**config.mk**
```make
export PLATFORM = sky130hd
export DESIGN_NAME = mode_select_list_checker_top
export DESIGN_NICKNAME = d
export VERILOG_FILES = /design/src/rtl/msl_pkg.sv /design/src/rtl/mode_select_list_checker_top.sv /design/src/rtl/msl_in_reg.sv /design/src/rtl/msl_parse.sv /design/src/rtl/msl_out_reg.sv
export SDC_FILE = /design/constraint.sdc
export NUM_CORES = 1
export LEC_CHECK = 0
export ABC_AREA = 1
export BUFFER_PORTS_ARGS = -buffer_cell sky130_fd_sc_hd__buf_2
export CAP_MARGIN = 0
export CELL_PAD_IN_SITES_DETAIL_PLACEMENT = 0
export CELL_PAD_IN_SITES_GLOBAL_PLACEMENT = 2
export CORE_ASPECT_RATIO = 1.75
export CORE_MARGIN = 1.5
export CORE_UTILIZATION = 38
export DETAILED_ROUTE_END_ITERATION = 10
export PLACE_DENSITY = 0.95
export SETUP_SLACK_MARGIN = 0.4
export SLEW_MARGIN = 5
export SYNTH_ARGS = -nofsm -noshare
export SYNTH_HDL_FRONTEND = slang
export SYNTH_SLANG_ARGS = --single-unit
```
**constraint.sdc**
```tcl
create_clock -name clk -period 16.7 [get_ports clk]
set_input_delay 2.505 -clock clk [delete_from_list [all_inputs] [get_ports clk]]
set_output_delay 2.505 -clock clk [all_outputs]
set_load 0.01 [all_outputs]
```
**src/rtl/msl_pkg.sv**
```systemverilog
// ----------------------------------------------------------------------------
// msl_pkg
// types and constants shared by the mode select list checker modules
// ----------------------------------------------------------------------------
`default_nettype none

package msl_pkg;

    // width of the byte position counter (8 to 16)
    localparam int POS_W = 16;
    // page start is carried one bit wider than a 16-bit descriptor length sum
    localparam int PS_W  = 17;
    localparam int DL_W  = 16;

    localparam logic [POS_W-1:0] POS_MAX = {POS_W{1'b1}};

    localparam logic [7:0]  FORMAT_PAGE_CODE  = 8'h03;
    localparam int          SHORT_HDR_LEN     = 4;
    localparam int          LONG_HDR_LEN      = 8;
    localparam int          SHORT_DL_POS      = 3;
    localparam int          LONG_DL_HI_POS    = 6;
    localparam int          LONG_DL_LO_POS    = 7;
    localparam int          FORMAT_MIN_LEN    = 12;
    localparam int          SIZE_HI_REL       = 12;
    localparam int          SIZE_LO_REL       = 13;
    localparam logic [15:0] BLK_SIZE_RESET    = 16'd512;

    typedef logic [2:0] err_t;

    localparam err_t ERR_NONE      = 3'd0;
    localparam err_t ERR_PF_CLEAR  = 3'd1;
    localparam err_t ERR_SHORT     = 3'd2;
    localparam err_t ERR_MISMATCH  = 3'd3;
    localparam err_t ERR_NO_FORMAT = 3'd4;

    typedef struct packed {
        logic [7:0] data_byte;
        logic       first_byte;
        logic       last_byte;
        logic       long_form;
        logic       page_format;
    } req_t;

    typedef struct packed {
        logic accepted;
        err_t fail_reason;
    } res_t;

endpackage

`default_nettype wire

```
**src/rtl/mode_select_list_checker_top.sv**
```systemverilog
// ----------------------------------------------------------------------------
// mode_select_list_checker_top
// mode select parameter list checker, one list byte per request
// ----------------------------------------------------------------------------
// Takes one byte of a MODE SELECT(6)/(10) parameter list per request and gives
// one verdict on the byte marked last_byte. Each byte passes an input register,
// counter/compare logic that updates the list state, and, for a last byte, a
// result register that holds the verdict: a request can be taken every cycle
// while in_stall is low. A verdict held by out_stall stalls the input only
// once the next last byte reaches the input register; other bytes keep
// flowing. The block size that a format page must match is written through
// cfg_wr_en/cfg_wr_data (reset value 512); the user must write it only while
// no list is in flight, and the block itself does not enforce this.
// ----------------------------------------------------------------------------
`default_nettype none

module mode_select_list_checker_top
    import msl_pkg::*;
(
    input  wire logic        clk,
    input  wire logic        rst_n,
    input  wire logic        cfg_wr_en,
    input  wire logic [15:0] cfg_wr_data,
    input  wire logic        in_valid,
    output logic             in_stall,
    input  wire logic [7:0]  data_byte,
    input  wire logic        first_byte,
    input  wire logic        last_byte,
    input  wire logic        long_form,
    input  wire logic        page_format,
    output logic             out_valid,
    input  wire logic        out_stall,
    output logic             accepted,
    output logic [2:0]       fail_reason
);

    req_t in_req;
    req_t s1_req;
    logic s1_valid;
    logic s1_take;
    logic out_free;
    res_t verdict;
    res_t res_out;

    assign in_req.data_byte   = data_byte;
    assign in_req.first_byte  = first_byte;
    assign in_req.last_byte   = last_byte;
    assign in_req.long_form   = long_form;
    assign in_req.page_format = page_format;

    // only a last byte needs room in the result register
    assign s1_take = !s1_req.last_byte || out_free;

    msl_in_reg u_in_reg (
        .clk      (clk),
        .rst_n    (rst_n),
        .in_valid (in_valid),
        .in_stall (in_stall),
        .in_req   (in_req),
        .s1_valid (s1_valid),
        .s1_req   (s1_req),
        .s1_take  (s1_take)
    );

    msl_parse u_parse (
        .clk         (clk),
        .rst_n       (rst_n),
        .cfg_wr_en   (cfg_wr_en),
        .cfg_wr_data (cfg_wr_data),
        .s1_valid    (s1_valid),
        .s1_req      (s1_req),
        .step        (s1_take),
        .verdict     (verdict)
    );

    msl_out_reg u_out_reg (
        .clk       (clk),
        .rst_n     (rst_n),
        .load      (s1_valid && s1_req.last_byte),
        .res_in    (verdict),
        .out_free  (out_free),
        .out_valid (out_valid),
        .out_stall (out_stall),
        .res_out   (res_out)
    );

    assign accepted    = res_out.accepted;
    assign fail_reason = res_out.fail_reason;

endmodule

`default_nettype wire

```
**src/rtl/msl_in_reg.sv**
```systemverilog
// ----------------------------------------------------------------------------
// msl_in_reg
// input register stage for list bytes
// ----------------------------------------------------------------------------
`default_nettype none

module msl_in_reg
    import msl_pkg::*;
(
    input  wire logic clk,
    input  wire logic rst_n,
    input  wire logic in_valid,
    output logic      in_stall,
    input  wire req_t in_req,
    output logic      s1_valid,
    output req_t      s1_req,
    input  wire logic s1_take
);

    logic s1_valid_reg;
    req_t s1_req_reg;

    // stage can refill while its current request moves on
    assign in_stall = s1_valid_reg && !s1_take;
    assign s1_valid = s1_valid_reg;
    assign s1_req   = s1_req_reg;

    always_ff @(posedge clk or negedge rst_n)
    begin
        if (!rst_n)
        begin
            s1_valid_reg <= 1'b0;
        end
        else if (!in_stall)
        begin
            s1_valid_reg <= in_valid;
        end
    end

    always_ff @(posedge clk)
    begin
        if (!in_stall && in_valid)
        begin
            s1_req_reg <= in_req;
        end
    end

endmodule

`default_nettype wire

```
**src/rtl/msl_parse.sv**
```systemverilog
// ----------------------------------------------------------------------------
// msl_parse
// list walk state, format page checks and verdict logic
// ----------------------------------------------------------------------------
`default_nettype none

module msl_parse
    import msl_pkg::*;
(
    input  wire logic        clk,
    input  wire logic        rst_n,
    input  wire logic        cfg_wr_en,
    input  wire logic [15:0] cfg_wr_data,
    input  wire logic        s1_valid,
    input  wire req_t        s1_req,
    input  wire logic        step,
    output res_t             verdict
);

    logic [15:0]      blk_size_reg;
    logic [POS_W-1:0] pos_reg, pos_next;
    logic [PS_W-1:0]  ps_reg, ps_next;
    logic [DL_W-1:0]  dl_reg, dl_next;
    logic [7:0]       code_reg, code_next;
    logic [7:0]       size_hi_reg, size_hi_next;
    logic             long_reg, long_next;
    logic             seen_reg, seen_next;
    err_t             err_reg, err_next;

    logic [POS_W-1:0] pos_cur;
    logic [DL_W-1:0]  dl_cur;
    logic [7:0]       b;
    logic             page_byte;
    logic [POS_W-1:0] rel;
    logic [PS_W-1:0]  hdr_len;

    always_comb
    begin
        b = s1_req.data_byte;

        // a first byte restarts the list before it is parsed
        if (s1_req.first_byte)
        begin
            pos_cur      = '0;
            ps_next      = '0;
            dl_cur       = '0;
            code_next    = '0;
            size_hi_next = '0;
            long_next    = s1_req.long_form;
            seen_next    = 1'b0;
            err_next     = s1_req.page_format ? ERR_NONE : ERR_PF_CLEAR;
        end
        else
        begin
            pos_cur      = pos_reg;
            ps_next      = ps_reg;
            dl_cur       = dl_reg;
            code_next    = code_reg;
            size_hi_next = size_hi_reg;
            long_next    = long_reg;
            seen_next    = seen_reg;
            err_next     = err_reg;
        end

        dl_next   = dl_cur;
        pos_next  = pos_cur;
        page_byte = 1'b0;
        rel       = '0;
        hdr_len   = long_next ? PS_W'(LONG_HDR_LEN) : PS_W'(SHORT_HDR_LEN);

        if (pos_cur != POS_MAX)
        begin
            // header: pick up the block descriptor length
            if (!long_next && pos_cur == POS_W'(SHORT_DL_POS))
            begin
                dl_next = {8'h00, b};
                ps_next = PS_W'(SHORT_HDR_LEN) + {{(PS_W-8){1'b0}}, b};
            end
            else if (long_next && pos_cur == POS_W'(LONG_DL_HI_POS))
            begin
                dl_next = {b, 8'h00};
            end
            else if (long_next && pos_cur == POS_W'(LONG_DL_LO_POS))
            begin
                dl_next = {dl_cur[15:8], b};
                ps_next = PS_W'(LONG_HDR_LEN) + {{(PS_W-DL_W){1'b0}}, dl_cur[15:8], b};
            end

            if ({{(PS_W-POS_W){1'b0}}, pos_cur} >= hdr_len
                && {{(PS_W-POS_W){1'b0}}, pos_cur} >= ps_next)
            begin
                page_byte = 1'b1;
                rel       = pos_cur - ps_next[POS_W-1:0];
                if (rel == '0)
                begin
                    code_next = b;
                end
                else
                begin
                    if (rel == POS_W'(1))
                    begin
                        dl_next = {8'h00, b};
                        if (code_next == FORMAT_PAGE_CODE && b < 8'(FORMAT_MIN_LEN)
                            && err_next == ERR_NONE)
                        begin
                            err_next = ERR_SHORT;
                        end
                    end
                    else if (rel == POS_W'(SIZE_HI_REL))
                    begin
                        size_hi_next = b;
                    end
                    else if (rel == POS_W'(SIZE_LO_REL) && code_next == FORMAT_PAGE_CODE)
                    begin
                        if ({size_hi_next, b} != blk_size_reg)
                        begin
                            if (err_next == ERR_NONE)
                            begin
                                err_next = ERR_MISMATCH;
                            end
                        end
                        else
                        begin
                            seen_next = 1'b1;
                        end
                    end
                    // end of page: next byte is the following page's code
                    if ({{(PS_W-POS_W){1'b0}}, rel} == {1'b0, dl_next} + PS_W'(1))
                    begin
                        ps_next = ps_next + {1'b0, dl_next} + PS_W'(2);
                    end
                end
            end
            pos_next = pos_cur + POS_W'(1);
        end

        if (s1_req.last_byte)
        begin
            // list ended inside a format page before its low size byte
            if (page_byte && code_next == FORMAT_PAGE_CODE && rel < POS_W'(SIZE_LO_REL)
                && err_next == ERR_NONE)
            begin
                err_next = ERR_SHORT;
            end
            if (err_next == ERR_NONE && !seen_next)
            begin
                err_next = ERR_NO_FORMAT;
            end
        end

        verdict.accepted    = (err_next == ERR_NONE);
        verdict.fail_reason = err_next;
    end

    always_ff @(posedge clk or negedge rst_n)
    begin
        if (!rst_n)
        begin
            blk_size_reg <= BLK_SIZE_RESET;
        end
        else if (cfg_wr_en)
        begin
            blk_size_reg <= cfg_wr_data;
        end
    end

    always_ff @(posedge clk or negedge rst_n)
    begin
        if (!rst_n)
        begin
            pos_reg     <= '0;
            ps_reg      <= '0;
            dl_reg      <= '0;
            code_reg    <= '0;
            size_hi_reg <= '0;
            long_reg    <= 1'b0;
            seen_reg    <= 1'b0;
            err_reg     <= ERR_NONE;
        end
        else if (s1_valid && step)
        begin
            pos_reg     <= pos_next;
            ps_reg      <= ps_next;
            dl_reg      <= dl_next;
            code_reg    <= code_next;
            size_hi_reg <= size_hi_next;
            long_reg    <= long_next;
            seen_reg    <= seen_next;
            err_reg     <= err_next;
        end
    end

endmodule

`default_nettype wire

```
**src/rtl/msl_out_reg.sv**
```systemverilog
// ----------------------------------------------------------------------------
// msl_out_reg
// result register holding one verdict until it is taken
// ----------------------------------------------------------------------------
`default_nettype none

module msl_out_reg
    import msl_pkg::*;
(
    input  wire logic clk,
    input  wire logic rst_n,
    input  wire logic load,
    input  wire res_t res_in,
    output logic      out_free,
    output logic      out_valid,
    input  wire logic out_stall,
    output res_t      res_out
);

    logic out_valid_reg;
    res_t res_reg;

    assign out_free  = !out_valid_reg || !out_stall;
    assign out_valid = out_valid_reg;
    assign res_out   = res_reg;

    always_ff @(posedge clk or negedge rst_n)
    begin
        if (!rst_n)
        begin
            out_valid_reg <= 1'b0;
        end
        else if (out_free)
        begin
            out_valid_reg <= load;
        end
    end

    always_ff @(posedge clk)
    begin
        if (out_free && load)
        begin
            res_reg <= res_in;
        end
    end

endmodule

`default_nettype wire

```
**Word-level counts from Yosys, hierarchy flattened**

Index checks and enable logic that the tools add are counted.

- Memories: 0
- Memory bits (read-only): 0
- Bits in latches: 0
- Flip-flop bits (word level): 104
- Memory bits (writable): 0
- Word-level logic and storage cells: 131
- Input bits: 33

- Shift-type cells: 0
- Equality and inequality tests: 11
- Multiply operators: 0
- Order comparisons: 4
- Bitwise operators: 0
- $add $sub $neg: 7
- Mux-type cells: 61
- Div/mod/pow operators: 0
- Reduce and logical (&&, ||, !) cells: 30

Operator list:

| cell | count |
|---|---|
| $mux W16 | 14 |
| $mux W17 | 9 |
| $mux W8 | 11 |
| $mux W3 | 14 |
| $ge A16 B17 Y1 | 2 |
| $eq A16 B3 Y1 const B | 2 |
| $eq A16 B4 Y1 const B | 2 |
| $add A16 B1 Y17 const B | 1 |
| $add A17 B16 Y17 | 1 |
| $add A17 B2 Y17 const B | 1 |
| $add A4 B16 Y17 const A | 1 |
| $eq A16 B17 Y1 | 1 |
| $add A16 B1 Y16 const B | 1 |
| $eq A16 B1 Y1 const B | 1 |
| $eq A16 B2 Y1 const B | 1 |
| $eq A8 B2 Y1 const B | 2 |
| $logic_and A1 B1 Y1 | 16 |
| $logic_not A16 Y1 | 1 |
| $lt A16 B4 Y1 const B | 1 |
| $ne A16 B16 Y1 | 1 |
| $ne A16 B16 Y1 const B | 1 |
| $sub A16 B16 Y16 | 1 |
| $logic_not A3 Y1 | 4 |
| $mux W1 | 12 |
| 5 further kinds | 12 |

**Longest topological paths before layout**

- Depth in word-level cells: 25
- Mapped depth: 57
- Mapped depth without buffers: 55

**Modules after synthesis**

A second synthesis with hierarchy kept.

- Cell total of the unflattened synthesis: 1,596
- Area total of the unflattened synthesis: 10,054.6 sq um

Modules (own cells, without submodules):

| module | times used | cells each | area an instance (sq um) |
|---|---|---|---|
| msl_parse | 1 | 1,564 | 9,460.3 |
| msl_in_reg | 1 | 19 | 417.9 |
| msl_out_reg | 1 | 9 | 161.4 |
| mode_select_list_checker_top | 1 | 4 | 15.0 |

**Least setup slack after synthesis**

No wires, ideal clock.

- Kind: register -> register
- From: register u_in_reg.s1_req_reg, in the netlist u_in_reg.s1_req[3]
- To: register u_parse.ps_reg[15]
- Required time: 16.634 ns
- Arrival: 6.643 ns
- Stages on the path, launching flop included: 53
- Period minus slack after synthesis: 6.708 ns
- Slack: 9.992 ns
- Path through: edfxtp_1 inv_2 buf_2 buf_1 clkbuf_1 buf_1 clkbuf_1 nand2_1 nand2_1 o21ai_0 o22ai_1 inv_1 ha_1 nand2_1 nor2_1 inv_1 nor2_1 nand2_1 [17 not listed] o21ai_0 nand2_1 nand2_1 nand2_1 a21oi_1 nor2_1 nor2_1 inv_1 a21oi_1 o21bai_1 a21o_1 a21oi_1 o21ai_0 xor2_1 nand3_1 nand3_1 nand2_1 nand2_1

- Word-level cells in the longest chain between the ends: 19
- Elaborated cells on any way between the ends: 39
- Those cells by class: 5 x add/sub; 2 x order compare; 6 x eq/ne; 20 x mux; 6 x reduce/logical

Ends and longest elaborated chain:

| what | RTL line | source |
|---|---|---|
| from (decl) | msl_in_reg.sv:21 | `req_t s1_req_reg;` |
| from (signal assigned) | msl_in_reg.sv:44 | `s1_req_reg <= in_req;` |
| branches (longest 18 deep; another with $add A4 B16 Y17) | n/a |  |
| $mux W17 (*) | msl_parse.sv:71 | `if (pos_cur != POS_MAX)` |
| to (signal assigned) | msl_parse.sv:183 | `ps_reg <= ps_next;` |
| to (decl) | msl_parse.sv:22 | `logic [PS_W-1:0] ps_reg, ps_next;` |

Mark *: on every way between the ends. The select of a mux whose other input is x is not followed.
A chain may end at the register's enable or synchronous reset.

**Final worst setup path**

- From: register u_in_reg.s1_req_reg, in the netlist u_in_reg.s1_req[3]
- To: register u_parse.ps_reg[16]

Same word-level chain as after synthesis.

==> results.sh <==
export IMPL_ctsResizeCount=0
export IMPL_clock_sinks=104
export IMPL_relSlewSlack=0.347
export IMPL_hold_end="u_parse.ps_reg[0]"
export IMPL_fp_dieArea_sq_mm=0.0269
export IMPL_ys_async_sr_fraction=0.846
export IMPL_avgSynthCellArea_sq_um=6.42
export IMPL_seq_area_frac_synth=0.273
export IMPL_fin_skew_ns=0.0132
export IMPL_insertion_delay_ns=0.39
export IMPL_ctsLongestPathBuffers=2
export IMPL_synth_most_common_cell="nand2_1"
export IMPL_clockRootBuffer="clkbuf_16"
export IMPL_period_minus_slack_ns=8.78
export IMPL_clk_pin_slew_ns=0.08
export IMPL_synth_area_sq_mm=0.00983
export IMPL_nNetsFinal=1612
export IMPL_vias_per_cell=5.52
export IMPL_hp_class="reg -> reg"
export IMPL_postRouteAntennaNets=0
export IMPL_power_density_mw_per_mm2=87.8
export IMPL_syn_to_final_growth_pct=7.36
export IMPL_ff2ff_setup_slack_ns=7.92
export IMPL_min_from="u_parse.ps_reg[0]"
export IMPL_drive_gt1_frac=0.0934
export IMPL_syn_num_nets=1605
export IMPL_critPathTopFamily="simple AND/OR/NAND/NOR gates"
export IMPL_design_area_sq_mm=0.0106
export IMPL_tightest_slew_ns=0.976
export IMPL_finalSetupViolCount=0
export IMPL_fin_crit_sh=0.526
export IMPL_grt_pass1_wl_um=56800
export IMPL_grt_pass1_vias=10070
export IMPL_synth_area_leaders="dfrtp_1 (22%), nand2_1 (16%), inv_1 (8.2%)"
export IMPL_netlist_instances=1530
export IMPL_gp_congestion=0.998
export IMPL_ir_worst_vdd_mv=0.0788
export IMPL_crit_type="reg -> reg"
export IMPL_initial_core_util=0.388
export IMPL_cp_startpoint="u_in_reg.s1_req[3]"
export IMPL_hold_path_cell_count=2
export IMPL_seq_area_sq_mm=0.00268
export IMPL_fill_cells=2786
export IMPL_ioPinCount=39
export IMPL_hold_viol=0
export IMPL_numCtsBuffers=9
export IMPL_synth_top_area_frac=0.221
export IMPL_ys_seq_elements=104
export IMPL_postCtsHoldBufs=0
export IMPL_die_y_um=216
export IMPL_cp_common_cell="nand2_1"
export IMPL_crit_path_end_kind="flip-flop"
export IMPL_status="finished clean"
export IMPL_crit_buf_inv=8
export IMPL_fp_dieW_um=125
export IMPL_synthTopCellsByCount="nand2_1 (430), inv_1 (214), nor2_1 (134), nand3_1 (116), o21ai_0 (90)"
export IMPL_antenna_found_initial=0
export IMPL_reg2reg_depth=51
export IMPL_fin_setup_tns_ns=0
export IMPL_critPathMaxFanout=58
export IMPL_dr_first_iter_drc_count=703
export IMPL_crit_reg2reg_launch="u_in_reg.s1_req[3]"
export IMPL_critPathLaunchType="flip-flop"
export IMPL_slowest_stage="o22ai_1"
export IMPL_htree_num_levels=3
export IMPL_drc=0
export IMPL_maxSlewViolCount=0
export IMPL_yosys_area_top_type="dfrtp_1"
export IMPL_multi_input_area_sq_mm=0.00604
export IMPL_grt_max_degree=78
export IMPL_rsz0062_at_grt="no"
export IMPL_wl_per_cell_um=19.9
export IMPL_power_leakage_nw=5.56
export IMPL_reg2reg_to="u_parse.ps_reg[16]"
export IMPL_yosys_cell_types_count=54
export IMPL_max_cap_violations=0
export IMPL_io_buffer_count=38
export IMPL_first_pass_iters=5
export IMPL_arrival_ns=9.09
export IMPL_diodes=0
export IMPL_required_ns=17.01
export IMPL_dp_hpwl_um=29600
export IMPL_yosysWarnings=0
export IMPL_largest_reg_flops=17
export IMPL_fmax_mhz=114
export IMPL_routed_via_count=10248
export IMPL_cts_setup_buffers=0
export IMPL_core_sq_mm=0.0253
export IMPL_synthFlopType="dfrtp_1"
export IMPL_cpPeakStageDelay_ns=0.42
export IMPL_cts_tree="done"
export IMPL_synth_edf_count=16
export IMPL_grt_usage=0.278
export IMPL_rows=77
export IMPL_wl_um=37000
export IMPL_placed_area_sq_mm=0.0102
export IMPL_grt_ovfl_total=0
worst max path at each step:
stage                              end  slack (ns)  cells past startpoint
global placement    u_parse.ps_reg[15]        8.16                     54
CTS                 u_parse.ps_reg[16]        8.01                     51
floorplan           u_parse.ps_reg[15]        9.99                     52
finish              u_parse.ps_reg[16]        7.92                     51
global route        u_parse.ps_reg[16]        7.12                     51
detailed placement  u_parse.ps_reg[16]        8.06                     51
area by class of cell:
cell class | instances | area share
multi-input cells | 1146 | 0.572
repair buffers | 47 | 0.0247
clock inverters | 7 | 0.00854
well taps | 316 | 0.0375
inverters | 229 | 0.0816
flip-flops and latches | 104 | 0.254
clock buffers | 9 | 0.0213
worst register-to-register path: cells and delay by family, from the launching register on:
kind / cells / cell delay [ns]
buf+inv: 8 / 1.52
flops: 1 / 0.33
compound gates: 14 / 2.42
simple gates: 26 / 3.53
xor+xnor: 1 / 0.15
fa+ha+maj: 2 / 0.77
cells in the final DEF, fill, tap and decap left out, types with 3 or more instances in the layout:
cell type and count:
nand2_1 429, inv_1 214, nor2_1 134, nand3_1 116, o21ai_0 90, dfrtp_1 87, a21oi_1 67, nand4_1 45
xor2_1 41, ha_1 41, buf_2 37, nand2_2 23, nor3_1 17, o211ai_1 16, edfxtp_1 16, inv_2 12
o22ai_1 12, nor2_2 11, xnor2_1 10, a22oi_1 10, buf_4 10, o21ai_1 9, clkbuf_16 9, nor2_4 8
nand3_2 8, nor4_1 8, a31oi_1 8, nand3b_1 5, o21bai_1 5, mux2_2 4, nand2_4 3, a21o_1 3
a21oi_2 3
stage by stage:
step / std cells / worst slack, ns / total power [mW] / hold WS, ns / util
floorplan: 1530 / 9.99 / 0.577 / 0.449 / -
detailed placement: 1842 / 8.06 / 0.693 / 0.471 / 0.404
global route: 1858 / 7.12 / 0.986 / 0.517 / 0.416
global placement: 1842 / 8.16 / 0.693 / 0.462 / 0.404
CTS: 1858 / 8.01 / 0.927 / 0.490 / 0.416
finish: 1858 / 7.92 / 0.927 / 0.486 / 0.416
report_power, final:
part	switching (mW)	internal, mW	total [mW]
Combinational	0.284	0.114	0.399
Clock	0.112	0.119	0.231
Sequential	0.0160	0.281	0.297
logic make-up (layout without fill, tap and decap cells):
group,Yosys count,count (layout),synth area share
compound gates,228,228,0.130
xor+xnor,51,51,0.0454
fa+ha+maj,42,42,0.0542
buf+inv,280,292,0.113
flops,104,104,0.273
mux,4,4,0.00458
simple gates,821,821,0.380
metal layers:
metal,vias up,GRT usage,wire length (um)
li1,4970,-,-
met1,4788,0.292,13800
met2,360,0.507,18900
met3,130,0.0258,1330
met4,0,0.210,2990
met5,-,0,0
(Power assumes the default switching activity.)
